<file path="config.mk">
export PLATFORM = sky130hd
export DESIGN_NAME = motor_command_supervisor_flat
export DESIGN_NICKNAME = d
export VERILOG_FILES = /design/src/rtl/mcs_pkg.sv /design/src/rtl/mcs_if.sv /design/src/rtl/mcs_decide.sv /design/src/rtl/mcs_outq.sv /design/src/rtl/motor_command_supervisor.sv /design/src/flat_wrapper.sv
export SDC_FILE = /design/constraint.sdc
export NUM_CORES = 1
export LEC_CHECK = 0
export BUFFER_PORTS_ARGS = -buffer_cell sky130_fd_sc_hd__buf_2
export CORE_MARGIN = 2
export CORE_UTILIZATION = 30
export CTS_CLUSTER_SIZE = 40
export DETAILED_ROUTE_END_ITERATION = 7
export SLEW_MARGIN = 20
export SYNTH_ARGS = -nofsm -noshare
export SYNTH_HDL_FRONTEND = slang
export SYNTH_SLANG_ARGS = --single-unit
</file>
<file path="constraint.sdc">
create_clock -name i_clk -period 4.7 [get_ports i_clk]
set_input_delay 0.235 -clock i_clk [delete_from_list [all_inputs] [get_ports i_clk]]
set_output_delay 0.235 -clock i_clk [all_outputs]
set_load 0.03 [all_outputs]
</file>
<file path="src/rtl/mcs_pkg.sv">
// ----------------------------------------------------------------------------
// mcs_pkg: shared types and constants of the motor command supervisor
// Command, result and result-kind codes, limits and the beat/state structs.
// ----------------------------------------------------------------------------
package mcs_pkg;

    // command codes
    localparam logic [3:0] CMD_TICK     = 4'd0;
    localparam logic [3:0] CMD_HELLO    = 4'd1;
    localparam logic [3:0] CMD_PING     = 4'd2;
    localparam logic [3:0] CMD_ARM      = 4'd3;
    localparam logic [3:0] CMD_DISARM   = 4'd4;
    localparam logic [3:0] CMD_STOP     = 4'd5;
    localparam logic [3:0] CMD_ESTOP    = 4'd6;
    localparam logic [3:0] CMD_RESET    = 4'd7;
    localparam logic [3:0] CMD_STATUS   = 4'd8;
    localparam logic [3:0] CMD_SETCFG   = 4'd9;
    localparam logic [3:0] CMD_DRIVE    = 4'd10;
    localparam logic [3:0] CMD_UNKNOWN  = 4'd11;
    localparam logic [3:0] CMD_BADFRAME = 4'd12;

    // result kinds
    localparam logic [2:0] K_ACK      = 3'd0;
    localparam logic [2:0] K_NAK      = 3'd1;
    localparam logic [2:0] K_HELLO    = 3'd2;
    localparam logic [2:0] K_PONG     = 3'd3;
    localparam logic [2:0] K_STATUS   = 3'd4;
    localparam logic [2:0] K_EV_ESTOP = 3'd5;
    localparam logic [2:0] K_EV_WD    = 3'd6;

    // nak reasons
    localparam logic [2:0] R_NONE     = 3'd0;
    localparam logic [2:0] R_BADCS    = 3'd1;
    localparam logic [2:0] R_FAULT    = 3'd2;
    localparam logic [2:0] R_BADARGS  = 3'd3;
    localparam logic [2:0] R_NOTARMED = 3'd4;
    localparam logic [2:0] R_UNKNOWN  = 3'd5;

    // run modes
    localparam logic [1:0] RM_DISARMED = 2'd0;
    localparam logic [1:0] RM_ARMED    = 2'd1;
    localparam logic [1:0] RM_FAULT    = 2'd2;

    // setcfg targets
    localparam logic [1:0] SEL_SPEED   = 2'd0;
    localparam logic [1:0] SEL_TIMEOUT = 2'd1;

    // error codes
    localparam logic [1:0] ERR_NONE     = 2'd0;
    localparam logic [1:0] ERR_WATCHDOG = 2'd1;
    localparam logic [1:0] ERR_ESTOP    = 2'd2;

    localparam logic [6:0]         MAX_SPEED       = 7'd100;
    localparam logic [10:0]        MIN_TIMEOUT     = 11'd100;
    localparam logic [10:0]        MAX_TIMEOUT     = 11'd2000;
    localparam logic [6:0]         RST_SPEED_LIMIT = 7'd60;
    localparam logic [10:0]        RST_TIMEOUT     = 11'd500;
    localparam logic signed [14:0] SEQ_WRAP        = 15'sd10000;
    localparam logic [15:0]        ELAPSED_MAX     = 16'hFFFF;

    localparam int QDEPTH = 4;

    typedef struct packed {
        logic [3:0]         mode;
        logic signed [14:0] seq;
        logic [1:0]         arg_num;
        logic signed [15:0] value_a;
        logic signed [15:0] value_b;
        logic [1:0]         cfg_select;
    } t_cmd;

    typedef struct packed {
        logic [2:0]         kind;
        logic signed [14:0] seq_out;
        logic [3:0]         about;
        logic [2:0]         reason;
        logic [1:0]         run_mode;
        logic signed [7:0]  left_out;
        logic signed [7:0]  right_out;
        logic [10:0]        timeout_out;
        logic [1:0]         error_out;
        logic [15:0]        elapsed_out;
        logic               last;
    } t_res;

    typedef struct packed {
        logic [1:0]        run_state;
        logic signed [7:0] left_speed;
        logic signed [7:0] right_speed;
        logic [1:0]        error_code;
        logic [15:0]       elapsed_ms;
        logic              watchdog_fired;
        logic [6:0]        speed_limit;
        logic [10:0]       timeout_limit;
    } t_state;

endpackage

</file>
<file path="src/rtl/mcs_if.sv">
// ----------------------------------------------------------------------------
// mcs_if: command and result channel interfaces
// Valid/ready channels; a beat moves when valid and ready are both high.
// ----------------------------------------------------------------------------
interface mcs_cmd_if;
    logic               valid;
    logic               ready;
    logic [3:0]         mode;
    logic signed [14:0] seq;
    logic [1:0]         arg_num;
    logic signed [15:0] value_a;
    logic signed [15:0] value_b;
    logic [1:0]         cfg_select;

    modport source (output valid, mode, seq, arg_num, value_a, value_b, cfg_select,
                    input ready);
    modport sink   (input valid, mode, seq, arg_num, value_a, value_b, cfg_select,
                    output ready);
endinterface

interface mcs_res_if;
    logic               valid;
    logic               ready;
    logic [2:0]         kind;
    logic signed [14:0] seq_out;
    logic [3:0]         about;
    logic [2:0]         reason;
    logic [1:0]         run_mode;
    logic signed [7:0]  left_out;
    logic signed [7:0]  right_out;
    logic [10:0]        timeout_out;
    logic [1:0]         error_out;
    logic [15:0]        elapsed_out;
    logic               last;

    modport source (output valid, kind, seq_out, about, reason, run_mode, left_out,
                    right_out, timeout_out, error_out, elapsed_out, last,
                    input ready);
    modport sink   (input valid, kind, seq_out, about, reason, run_mode, left_out,
                    right_out, timeout_out, error_out, elapsed_out, last,
                    output ready);
endinterface

</file>
<file path="src/rtl/mcs_decide.sv">
// ----------------------------------------------------------------------------
// mcs_decide: command decode and state update
// Computes the next supervisor state and up to two results for one beat.
// ----------------------------------------------------------------------------
module mcs_decide (
    input  mcs_pkg::t_cmd   i_cmd,
    input  mcs_pkg::t_state i_state,
    output mcs_pkg::t_state o_state,
    output mcs_pkg::t_res   o_res0,
    output mcs_pkg::t_res   o_res1,
    output logic [1:0]      o_count
);
    import mcs_pkg::*;

    logic signed [14:0] s10k;
    logic               quiet;
    logic               args_ok;
    logic [15:0]        elapsed_inc;
    logic signed [15:0] lim_pos;
    logic signed [15:0] lim_neg;
    logic signed [7:0]  left_clamp;
    logic signed [7:0]  right_clamp;
    logic [6:0]         speed_set;
    logic [10:0]        timeout_set;
    t_state             ns;
    logic               p_emit;
    logic               p_zero;
    logic [2:0]         p_kind;
    logic [3:0]         p_about;
    logic [2:0]         p_reason;
    logic               e_emit;
    t_res               base_res;
    t_res               p_res;
    t_res               e_res;

    // C-style truncating remainder; |seq| < 2 * 10000
    always_comb begin
        if (i_cmd.seq >= SEQ_WRAP) begin
            s10k = i_cmd.seq - SEQ_WRAP;
        end else if (i_cmd.seq <= -SEQ_WRAP) begin
            s10k = i_cmd.seq + SEQ_WRAP;
        end else begin
            s10k = i_cmd.seq;
        end
    end

    assign quiet       = i_cmd.seq[14];
    assign args_ok     = i_cmd.arg_num[1];
    assign elapsed_inc = (i_state.elapsed_ms != ELAPSED_MAX) ? i_state.elapsed_ms + 16'd1
                                                              : i_state.elapsed_ms;
    assign lim_pos     = $signed({9'd0, i_state.speed_limit});
    assign lim_neg     = -lim_pos;

    always_comb begin
        if (i_cmd.value_a > lim_pos) begin
            left_clamp = lim_pos[7:0];
        end else if (i_cmd.value_a < lim_neg) begin
            left_clamp = lim_neg[7:0];
        end else begin
            left_clamp = i_cmd.value_a[7:0];
        end
        if (i_cmd.value_b > lim_pos) begin
            right_clamp = lim_pos[7:0];
        end else if (i_cmd.value_b < lim_neg) begin
            right_clamp = lim_neg[7:0];
        end else begin
            right_clamp = i_cmd.value_b[7:0];
        end
        if (i_cmd.value_b > $signed({9'd0, MAX_SPEED})) begin
            speed_set = MAX_SPEED;
        end else if (i_cmd.value_b[15]) begin
            speed_set = 7'd0;
        end else begin
            speed_set = i_cmd.value_b[6:0];
        end
        if (i_cmd.value_b < $signed({5'd0, MIN_TIMEOUT})) begin
            timeout_set = MIN_TIMEOUT;
        end else if (i_cmd.value_b > $signed({5'd0, MAX_TIMEOUT})) begin
            timeout_set = MAX_TIMEOUT;
        end else begin
            timeout_set = i_cmd.value_b[10:0];
        end
    end

    always_comb begin
        ns       = i_state;
        p_emit   = 1'b0;
        p_zero   = 1'b0;
        p_kind   = K_ACK;
        p_about  = i_cmd.mode;
        p_reason = R_NONE;
        e_emit   = 1'b0;
        case (i_cmd.mode)
            CMD_TICK: begin
                ns.elapsed_ms = elapsed_inc;
                if (i_state.run_state == RM_ARMED &&
                    elapsed_inc > {5'd0, i_state.timeout_limit}) begin
                    ns.left_speed  = 8'sd0;
                    ns.right_speed = 8'sd0;
                    ns.run_state   = RM_DISARMED;
                    ns.error_code  = ERR_WATCHDOG;
                    if (!i_state.watchdog_fired) begin
                        ns.watchdog_fired = 1'b1;
                        p_emit = 1'b1;
                        p_zero = 1'b1;
                        p_kind = K_EV_WD;
                    end
                end
            end
            CMD_HELLO: begin
                ns.run_state      = RM_DISARMED;
                ns.error_code     = ERR_NONE;
                ns.watchdog_fired = 1'b0;
                ns.left_speed     = 8'sd0;
                ns.right_speed    = 8'sd0;
                ns.elapsed_ms     = 16'd0;
                p_emit = 1'b1;
                p_kind = K_HELLO;
            end
            CMD_PING: begin
                ns.elapsed_ms = 16'd0;
                p_emit = 1'b1;
                p_kind = K_PONG;
            end
            CMD_ARM: begin
                p_emit = !quiet;
                if (i_state.run_state == RM_FAULT) begin
                    p_kind   = K_NAK;
                    p_reason = R_FAULT;
                end else begin
                    ns.run_state  = RM_ARMED;
                    ns.elapsed_ms = 16'd0;
                end
            end
            CMD_DISARM: begin
                ns.run_state   = RM_DISARMED;
                ns.left_speed  = 8'sd0;
                ns.right_speed = 8'sd0;
                ns.elapsed_ms  = 16'd0;
                p_emit = !quiet;
            end
            CMD_STOP: begin
                ns.left_speed  = 8'sd0;
                ns.right_speed = 8'sd0;
                ns.elapsed_ms  = 16'd0;
                p_emit = !quiet;
            end
            CMD_ESTOP: begin
                ns.run_state   = RM_FAULT;
                ns.error_code  = ERR_ESTOP;
                ns.left_speed  = 8'sd0;
                ns.right_speed = 8'sd0;
                p_emit = !quiet;
                e_emit = 1'b1;
            end
            CMD_RESET: begin
                p_emit = !quiet;
                if (i_state.run_state != RM_FAULT) begin
                    p_kind   = K_NAK;
                    p_reason = R_BADARGS;
                end else begin
                    ns.run_state   = RM_DISARMED;
                    ns.error_code  = ERR_NONE;
                    ns.left_speed  = 8'sd0;
                    ns.right_speed = 8'sd0;
                end
            end
            CMD_STATUS: begin
                ns.elapsed_ms = 16'd0;
                p_emit = 1'b1;
                p_kind = K_STATUS;
            end
            CMD_SETCFG: begin
                p_emit = !quiet;
                if (!args_ok || i_cmd.cfg_select[1]) begin
                    p_kind   = K_NAK;
                    p_reason = R_BADARGS;
                end else if (i_cmd.cfg_select == SEL_SPEED) begin
                    ns.speed_limit = speed_set;
                end else begin
                    ns.timeout_limit = timeout_set;
                end
            end
            CMD_DRIVE: begin
                p_emit = !quiet;
                if (!args_ok) begin
                    p_kind   = K_NAK;
                    p_reason = R_BADARGS;
                end else if (i_state.run_state == RM_FAULT) begin
                    p_kind   = K_NAK;
                    p_reason = R_FAULT;
                end else if (i_state.run_state != RM_ARMED) begin
                    p_kind   = K_NAK;
                    p_reason = R_NOTARMED;
                end else begin
                    ns.left_speed  = left_clamp;
                    ns.right_speed = right_clamp;
                    ns.elapsed_ms  = 16'd0;
                end
            end
            CMD_BADFRAME: begin
                p_emit   = !quiet;
                p_kind   = K_NAK;
                p_reason = R_BADCS;
            end
            default: begin
                p_emit   = !quiet;
                p_kind   = K_NAK;
                p_about  = CMD_UNKNOWN;
                p_reason = R_UNKNOWN;
            end
        endcase
    end

    always_comb begin
        base_res             = '0;
        base_res.run_mode    = ns.run_state;
        base_res.left_out    = ns.left_speed;
        base_res.right_out   = ns.right_speed;
        base_res.timeout_out = ns.timeout_limit;
        base_res.error_out   = ns.error_code;
        base_res.elapsed_out = ns.elapsed_ms;

        p_res         = base_res;
        p_res.kind    = p_kind;
        p_res.seq_out = p_zero ? 15'sd0 : s10k;
        p_res.about   = p_about;
        p_res.reason  = p_reason;
        p_res.last    = !e_emit;

        e_res         = base_res;
        e_res.kind    = K_EV_ESTOP;
        e_res.about   = CMD_ESTOP;
        e_res.reason  = R_NONE;
        e_res.last    = 1'b1;
    end

    assign o_state = ns;
    assign o_res0  = p_emit ? p_res : e_res;
    assign o_res1  = e_res;
    assign o_count = {p_emit & e_emit, p_emit ^ e_emit};

endmodule

</file>
<file path="src/rtl/mcs_outq.sv">
// ----------------------------------------------------------------------------
// mcs_outq: result queue
// Small register queue; takes up to two results a cycle, gives one a cycle while the reader is ready.
// ----------------------------------------------------------------------------
module mcs_outq (
    input  logic          i_clk,
    input  logic          i_rst_n,
    input  logic [1:0]    i_push_count,
    input  mcs_pkg::t_res i_push0,
    input  mcs_pkg::t_res i_push1,
    output logic          o_space2,
    output logic          o_valid,
    input  logic          i_ready,
    output mcs_pkg::t_res o_head
);
    import mcs_pkg::*;

    localparam int AW = $clog2(QDEPTH);
    localparam int CW = AW + 1;

    t_res          r_mem [QDEPTH];
    logic [AW-1:0] r_wr_ptr;
    logic [AW-1:0] n_wr_ptr;
    logic [AW-1:0] r_rd_ptr;
    logic [AW-1:0] n_rd_ptr;
    logic [CW-1:0] r_count;
    logic [CW-1:0] n_count;
    logic          pop;
    logic [AW-1:0] wr_next;

    assign o_valid  = (r_count != '0);
    assign o_head   = r_mem[r_rd_ptr];
    assign pop      = o_valid && i_ready;
    assign wr_next  = r_wr_ptr + AW'(1);
    assign o_space2 = (r_count <= CW'(QDEPTH - 2) + CW'(pop));

    assign n_wr_ptr = r_wr_ptr + AW'(i_push_count);
    assign n_rd_ptr = r_rd_ptr + AW'(pop);
    assign n_count  = r_count + CW'(i_push_count) - CW'(pop);

    always_ff @(posedge i_clk) begin
        if (!i_rst_n) begin
            r_wr_ptr <= '0;
            r_rd_ptr <= '0;
            r_count  <= '0;
        end else begin
            r_wr_ptr <= n_wr_ptr;
            r_rd_ptr <= n_rd_ptr;
            r_count  <= n_count;
        end
    end

    always_ff @(posedge i_clk) begin
        if (i_push_count != 2'd0) begin
            r_mem[r_wr_ptr] <= i_push0;
        end
        if (i_push_count == 2'd2) begin
            r_mem[wr_next] <= i_push1;
        end
    end

endmodule

</file>
<file path="src/rtl/motor_command_supervisor.sv">
// ----------------------------------------------------------------------------
// motor_command_supervisor: two-wheel drive command supervisor
// Arming, wheel speed clamping, watchdog and result generation.
// ----------------------------------------------------------------------------
// Each command or millisecond tick beat lands in an input register and is
// decoded from it once the queue has room for two results; the state (run
// mode, wheel speeds, error, elapsed count, limits) updates in that same
// cycle and the results go to a four-entry output queue. One beat is taken
// per cycle as long as results drain at the rate they are made; an
// emergency stop with a visible sequence makes two results and so uses
// twice the result bandwidth. A result passes through the input register
// and then the queue before it appears on the output. A tick makes a result
// only when it trips the watchdog, and a suppressed ack or nak makes none.
module motor_command_supervisor (
    input  logic        i_clk,
    input  logic        i_rst_n,
    mcs_cmd_if.sink     i_cmd,
    mcs_res_if.source   o_res
);
    import mcs_pkg::*;

    t_cmd       r_cmd;
    logic       r_cmd_vld;
    logic       n_cmd_vld;
    t_state     r_st;
    t_state     dec_state;
    t_res       dec_res0;
    t_res       dec_res1;
    logic [1:0] dec_count;
    logic [1:0] push_count;
    logic       space2;
    logic       proc;
    logic       in_take;
    t_res       head;

    assign proc         = r_cmd_vld && space2;
    assign i_cmd.ready  = !r_cmd_vld || proc;
    assign in_take      = i_cmd.valid && i_cmd.ready;
    assign n_cmd_vld    = in_take || (r_cmd_vld && !proc);
    assign push_count   = proc ? dec_count : 2'd0;

    always_ff @(posedge i_clk) begin
        if (!i_rst_n) begin
            r_cmd_vld <= 1'b0;
        end else begin
            r_cmd_vld <= n_cmd_vld;
        end
    end

    always_ff @(posedge i_clk) begin
        if (in_take) begin
            r_cmd.mode       <= i_cmd.mode;
            r_cmd.seq        <= i_cmd.seq;
            r_cmd.arg_num    <= i_cmd.arg_num;
            r_cmd.value_a    <= i_cmd.value_a;
            r_cmd.value_b    <= i_cmd.value_b;
            r_cmd.cfg_select <= i_cmd.cfg_select;
        end
    end

    always_ff @(posedge i_clk) begin
        if (!i_rst_n) begin
            r_st.run_state      <= RM_DISARMED;
            r_st.left_speed     <= 8'sd0;
            r_st.right_speed    <= 8'sd0;
            r_st.error_code     <= ERR_NONE;
            r_st.elapsed_ms     <= 16'd0;
            r_st.watchdog_fired <= 1'b0;
            r_st.speed_limit    <= RST_SPEED_LIMIT;
            r_st.timeout_limit  <= RST_TIMEOUT;
        end else if (proc) begin
            r_st <= dec_state;
        end
    end

    mcs_decide u_decide (
        .i_cmd   (r_cmd),
        .i_state (r_st),
        .o_state (dec_state),
        .o_res0  (dec_res0),
        .o_res1  (dec_res1),
        .o_count (dec_count)
    );

    mcs_outq u_outq (
        .i_clk        (i_clk),
        .i_rst_n      (i_rst_n),
        .i_push_count (push_count),
        .i_push0      (dec_res0),
        .i_push1      (dec_res1),
        .o_space2     (space2),
        .o_valid      (o_res.valid),
        .i_ready      (o_res.ready),
        .o_head       (head)
    );

    assign o_res.kind        = head.kind;
    assign o_res.seq_out     = head.seq_out;
    assign o_res.about       = head.about;
    assign o_res.reason      = head.reason;
    assign o_res.run_mode    = head.run_mode;
    assign o_res.left_out    = head.left_out;
    assign o_res.right_out   = head.right_out;
    assign o_res.timeout_out = head.timeout_out;
    assign o_res.error_out   = head.error_out;
    assign o_res.elapsed_out = head.elapsed_out;
    assign o_res.last        = head.last;

    // limits stay inside their saturation ranges
    a_limits: assert property (@(posedge i_clk) disable iff (!i_rst_n)
        r_st.speed_limit <= MAX_SPEED && r_st.timeout_limit >= MIN_TIMEOUT &&
        r_st.timeout_limit <= MAX_TIMEOUT)
        else $error("speed or timeout limit out of range");

    // wheels only turn while armed
    a_wheels_idle: assert property (@(posedge i_clk) disable iff (!i_rst_n)
        r_st.run_state != RM_ARMED |-> r_st.left_speed == 8'sd0 &&
        r_st.right_speed == 8'sd0)
        else $error("wheel speed nonzero while not armed");

    // fault mode always carries the estop error
    a_fault_err: assert property (@(posedge i_clk) disable iff (!i_rst_n)
        r_st.run_state == RM_FAULT |-> r_st.error_code == ERR_ESTOP)
        else $error("fault mode without estop error");

    // state moves only when a beat is decoded
    a_state_hold: assert property (@(posedge i_clk) disable iff (!i_rst_n)
        !proc |=> $stable(r_st))
        else $error("state changed without a decoded beat");

endmodule
</file>
<file path="src/flat_wrapper.sv">
// flat-port wrapper written by rule: the top's interface ports become plain ports
module motor_command_supervisor_flat import mcs_pkg::*;
  (i_clk, i_rst_n, i_cmd_valid, i_cmd_mode, i_cmd_seq, i_cmd_arg_num, i_cmd_value_a, i_cmd_value_b, i_cmd_cfg_select, i_cmd_ready, o_res_valid, o_res_kind, o_res_seq_out, o_res_about, o_res_reason, o_res_run_mode, o_res_left_out, o_res_right_out, o_res_timeout_out, o_res_error_out, o_res_elapsed_out, o_res_last, o_res_ready);
  mcs_cmd_if i_cmd_i ();
  mcs_res_if o_res_i ();
  input  logic i_clk;
  input  logic i_rst_n;
  input wire logic [$bits(i_cmd_i.valid)-1:0] i_cmd_valid;
  input wire logic [$bits(i_cmd_i.mode)-1:0] i_cmd_mode;
  input wire logic [$bits(i_cmd_i.seq)-1:0] i_cmd_seq;
  input wire logic [$bits(i_cmd_i.arg_num)-1:0] i_cmd_arg_num;
  input wire logic [$bits(i_cmd_i.value_a)-1:0] i_cmd_value_a;
  input wire logic [$bits(i_cmd_i.value_b)-1:0] i_cmd_value_b;
  input wire logic [$bits(i_cmd_i.cfg_select)-1:0] i_cmd_cfg_select;
  output wire logic [$bits(i_cmd_i.ready)-1:0] i_cmd_ready;
  output wire logic [$bits(o_res_i.valid)-1:0] o_res_valid;
  output wire logic [$bits(o_res_i.kind)-1:0] o_res_kind;
  output wire logic [$bits(o_res_i.seq_out)-1:0] o_res_seq_out;
  output wire logic [$bits(o_res_i.about)-1:0] o_res_about;
  output wire logic [$bits(o_res_i.reason)-1:0] o_res_reason;
  output wire logic [$bits(o_res_i.run_mode)-1:0] o_res_run_mode;
  output wire logic [$bits(o_res_i.left_out)-1:0] o_res_left_out;
  output wire logic [$bits(o_res_i.right_out)-1:0] o_res_right_out;
  output wire logic [$bits(o_res_i.timeout_out)-1:0] o_res_timeout_out;
  output wire logic [$bits(o_res_i.error_out)-1:0] o_res_error_out;
  output wire logic [$bits(o_res_i.elapsed_out)-1:0] o_res_elapsed_out;
  output wire logic [$bits(o_res_i.last)-1:0] o_res_last;
  input wire logic [$bits(o_res_i.ready)-1:0] o_res_ready;
  assign i_cmd_i.valid = i_cmd_valid;
  assign i_cmd_i.mode = i_cmd_mode;
  assign i_cmd_i.seq = i_cmd_seq;
  assign i_cmd_i.arg_num = i_cmd_arg_num;
  assign i_cmd_i.value_a = i_cmd_value_a;
  assign i_cmd_i.value_b = i_cmd_value_b;
  assign i_cmd_i.cfg_select = i_cmd_cfg_select;
  assign i_cmd_ready = i_cmd_i.ready;
  assign o_res_valid = o_res_i.valid;
  assign o_res_kind = o_res_i.kind;
  assign o_res_seq_out = o_res_i.seq_out;
  assign o_res_about = o_res_i.about;
  assign o_res_reason = o_res_i.reason;
  assign o_res_run_mode = o_res_i.run_mode;
  assign o_res_left_out = o_res_i.left_out;
  assign o_res_right_out = o_res_i.right_out;
  assign o_res_timeout_out = o_res_i.timeout_out;
  assign o_res_error_out = o_res_i.error_out;
  assign o_res_elapsed_out = o_res_i.elapsed_out;
  assign o_res_last = o_res_i.last;
  assign o_res_i.ready = o_res_ready;
  motor_command_supervisor u_core (.i_clk(i_clk), .i_rst_n(i_rst_n), .i_cmd(i_cmd_i), .o_res(o_res_i));
endmodule
</file>
==> out/results.tsv <==
metric	value	unit
warning count from the yosys run	0	
multiplexer area fraction after synthesis	8.96	%
Clk Latency, worst-skew pair	0.59	ns
Max-cap violations	0	
compound-cell area share of the yosys netlist	14.9	%
fraction of the mapped netlist area in adder cells	4.69	%
# port buffers	132	
most common cell in the netlist	nor2_1	
Vias	14297	
Leak	8.68	nW
Psw	0.00370	W
antenna violations before repair	1	
setup violators final	0	
mapped cell area	19600	um2
fin crit share	96.0	%
IO Count	134	
final count of pins violating max slew	0	
top cells by area, synth	edfxtp_1 (37%), dfxtp_1 (17%), mux4_2 (8.4%), nor2_1 (5.0%), ha_1 (4.6%)	
area fraction of the dominant cell type after synthesis	37.0	%
# diodes	0	
Hold WC Path Type	input pin to flip-flop	
maximum clock frequency	0.222	GHz
WS Path Type	flip-flop to flip-flop	
first-pass GRT wire length	83.9	mm
HPWL Detailed	36.4	mm
combinational power share	27.7	%
post-synth cell types	86	
worst hold slack	0.262	ns
Rows	93	
Syn-to-layout area delta	20.2	%
area leader, netlist	edfxtp_1	
Slew @ Worst Pin	0.991	ns
post-route cell area	23600	um2
Via-to-Cell Ratio	5.13	
final WL	54.4	mm
Seq cells post-synth	409	
status	finished clean	
DR pass1 iterations	5	
Fin. Hold Viols	0	
pre-CTS setup slack	0.0389	ns
postcts setup bufs	0	
Crit path top cell by count	ha_1	
height of the die	260	um
global route overflow	0	
cell class contributing the biggest share of worst-path delay	simple AND/OR/NAND/NOR gates	
Post-Place Cell Area	21600	um2
max incr delay on CP	0.39	ns
fin nets	2033	
Worst VDD drop	264	uV
Initial Util	30.4	%
min cycle time layout	4.51	ns
simple-gate share of the synthesized area	12.9	%
Worst setup SP type	flip-flop	
CP endpoint kind	flip-flop	
synthesized instance count	1700	
post-synth net total	1832	
largest family of logic cells by synthesized area	compound AO/OA/AOI/OAI gates	
Async SR Flop Fraction	0	%
worst path required time	5.19	ns
Die X	260	um
routed length per placed instance	19.5	um
Worst Path Arrival	5.00	ns
sequential share of the synthesized area	54.1	%
CTS tree	done	
vias in the first global route	14817	
DIE AREA	67500	um2
Final WS setup	0.187	ns
WP buf/inv	2	
Clock Tree Root	clkbuf_16	
Power Dens Cells	471	nW/um2
P_int	0.00741	W
sequential power share	41.8	%
post-synthesis xor/xnor area fraction	1.21	%
RD Place Congestion	0.906	
Switching Share	33.3	%
largest net degree at the start of global routing	66	
Clock Path Buffers	3	
most frequent cells after synthesis	nor2_1 (260), edfxtp_1 (242), dfxtp_1 (167), nand2_1 (108), o21ai_0 (79)	
Reg clk slew, reported paths	0.06	ns
prevailing post-synth register cell	edfxtp_1	
Cell Chain, Critical Path	nand4_4 -> nor3_4 -> a21oi_4 -> and3_1 -> xor2_1 -> ha_1 -> nand3_1 -> and3_1 -> o21ai_0 -> o31a_1 -> o21a_1 -> nor2_1 -> or3_1 -> ha_1 -> inv_1 -> ha_1 -> inv_1 -> fa_1 -> xor2_1 -> xnor2_1 -> and2_1	
number of flops mapped to enable cells by yosys	242	
post-route antenna net violation count	0	
core area	64600	um2
crit path max-delay cell type	or3_1	
Setup TNS Final	0	ns
GRT Resource Usage Total	16.0	%
starting DRC count in detailed routing	959	
Sink Count	409	
syn_area_per_cell	11.5	um2
Max FO, Critical Path	5	
headroom to the max-slew limit	33.9	%
layout cell share with drive strength beyond 1	20.6	%
Post-route DRC	0	
CTS buffer count	44	
CTS H-tree lvls	2	
Clk pwr share	30.4	%
clock skew	0.0278	ns
-- kinds of logic (layout without fill, tap and decap cells) --
group / Yosys count / in the layout
AOI/OAI and AO/OA: 397 / 397
DFF: 409 / 409
and+or+nand+nor: 552 / 552
xor gates and xnor gates: 27 / 27
muxes: 84 / 84
adders and majority gates: 73 / 73
buffers and inverters: 158 / 391
-- power by group through the flow --
stage	logic, W	clock network [W]	registers, W
after floorplan	0.00229	0	0.00450
after global placement	0.00305	0	0.00470
after detailed placement	0.00308	0	0.00472
after CTS	0.00313	0.00347	0.00465
after global routing	0.00333	0.00359	0.00471
final	0.00308	0.00338	0.00465
-- placed cells by master, fill, tap and decap left out, drive strengths merged, types with 10 or more instances in the layout --
master         n
a211oi        12
a21o          10
a21oi         79
a22o          60
a22oi         25
a31oi         10
and2          27
buf          206
clkbuf        51
clkinv        20
dfxtp        167
dlygate4sd3   55
edfxtp       242
ha            72
inv           54
mux4          73
nand2        108
nand3         30
nand4         16
nor2         260
nor2b         13
nor3          39
nor4          11
o211a         17
o211ai        24
o21ai         84
xnor2         15
xor2          12
-- timing repair --
item                                    4_1_cts  5_1_grt
endpoints found under the setup margin        0       30
gates resized for setup                       0       13
hold buffers                                 55        0
hold endpoints to repair                     55        0
-- per-layer routing --
layer	vias to the layer above	track usage, %	part of all wire (%)
li1	6787	-	-
met1	7053	20.2	43
met2	357	27.0	48
met3	100	2.95	5.4
met4	0	6.31	3.5
met5	-	0	0
-- registers in the layout (all words and copies together), names as in the netlist --
name and flops:
u_core.u_outq.r_rd_ptr 2, u_core.r_st 55, u_core.r_cmd 54, u_core.u_outq.r_count 3, u_core.r_cmd_vld 1, u_core.u_outq.r_mem 292, u_core.u_outq.r_wr_ptr 2
-- layout make-up --
cell class,instances,area [um2]
well taps,855,1070
clock inverters,27,248
multi-input cells,1133,8450
fillers,6266,41000
clock buffers,51,1140
inverters,52,195
repair buffers,261,1870
flip-flops and latches,409,10600
-- stage by stage --
| step | total power, W | instances | util [%] |
|---|---|---|---|
| 5_1_grt | 0.0116 | 2788 | 36.5 |
| 3_5_place_dp | 0.00780 | 2655 | 33.4 |
| 6_report | 0.0111 | 2788 | 36.5 |
| 3_3_place_gp | 0.00776 | 2655 | 33.4 |
| 4_1_cts | 0.0112 | 2788 | 36.4 |
| 2_1_floorplan | 0.00678 | 1700 | - |
-- worst paths after layout --
kind	from	cells past startpoint	end	slack, ns
worst max-delay path	u_core.r_st[25]$_SDFFE_PN0P_	21	u_core.u_outq.r_count[2]$_SDFF_PN0_	0.19
worst min-delay path	o_res_ready	4	u_core.u_outq.r_rd_ptr[0]$_SDFF_PN0_	0.26
worst max register to register	u_core.r_st[25]$_SDFFE_PN0P_	21	u_core.u_outq.r_count[2]$_SDFF_PN0_	0.19
worst min register to register	u_core.u_outq.r_mem[1][0]$_SDFFE_PP1N_	2	u_core.u_outq.r_mem[1][0]$_SDFFE_PP1N_	0.44
-- worst min-delay path, stage by stage --
cell,delay [ns]
buf_2,0.12
and2_1,0.21
ha_1,0.14
and2_1,0.11
(Power assumes the default switching activity.)
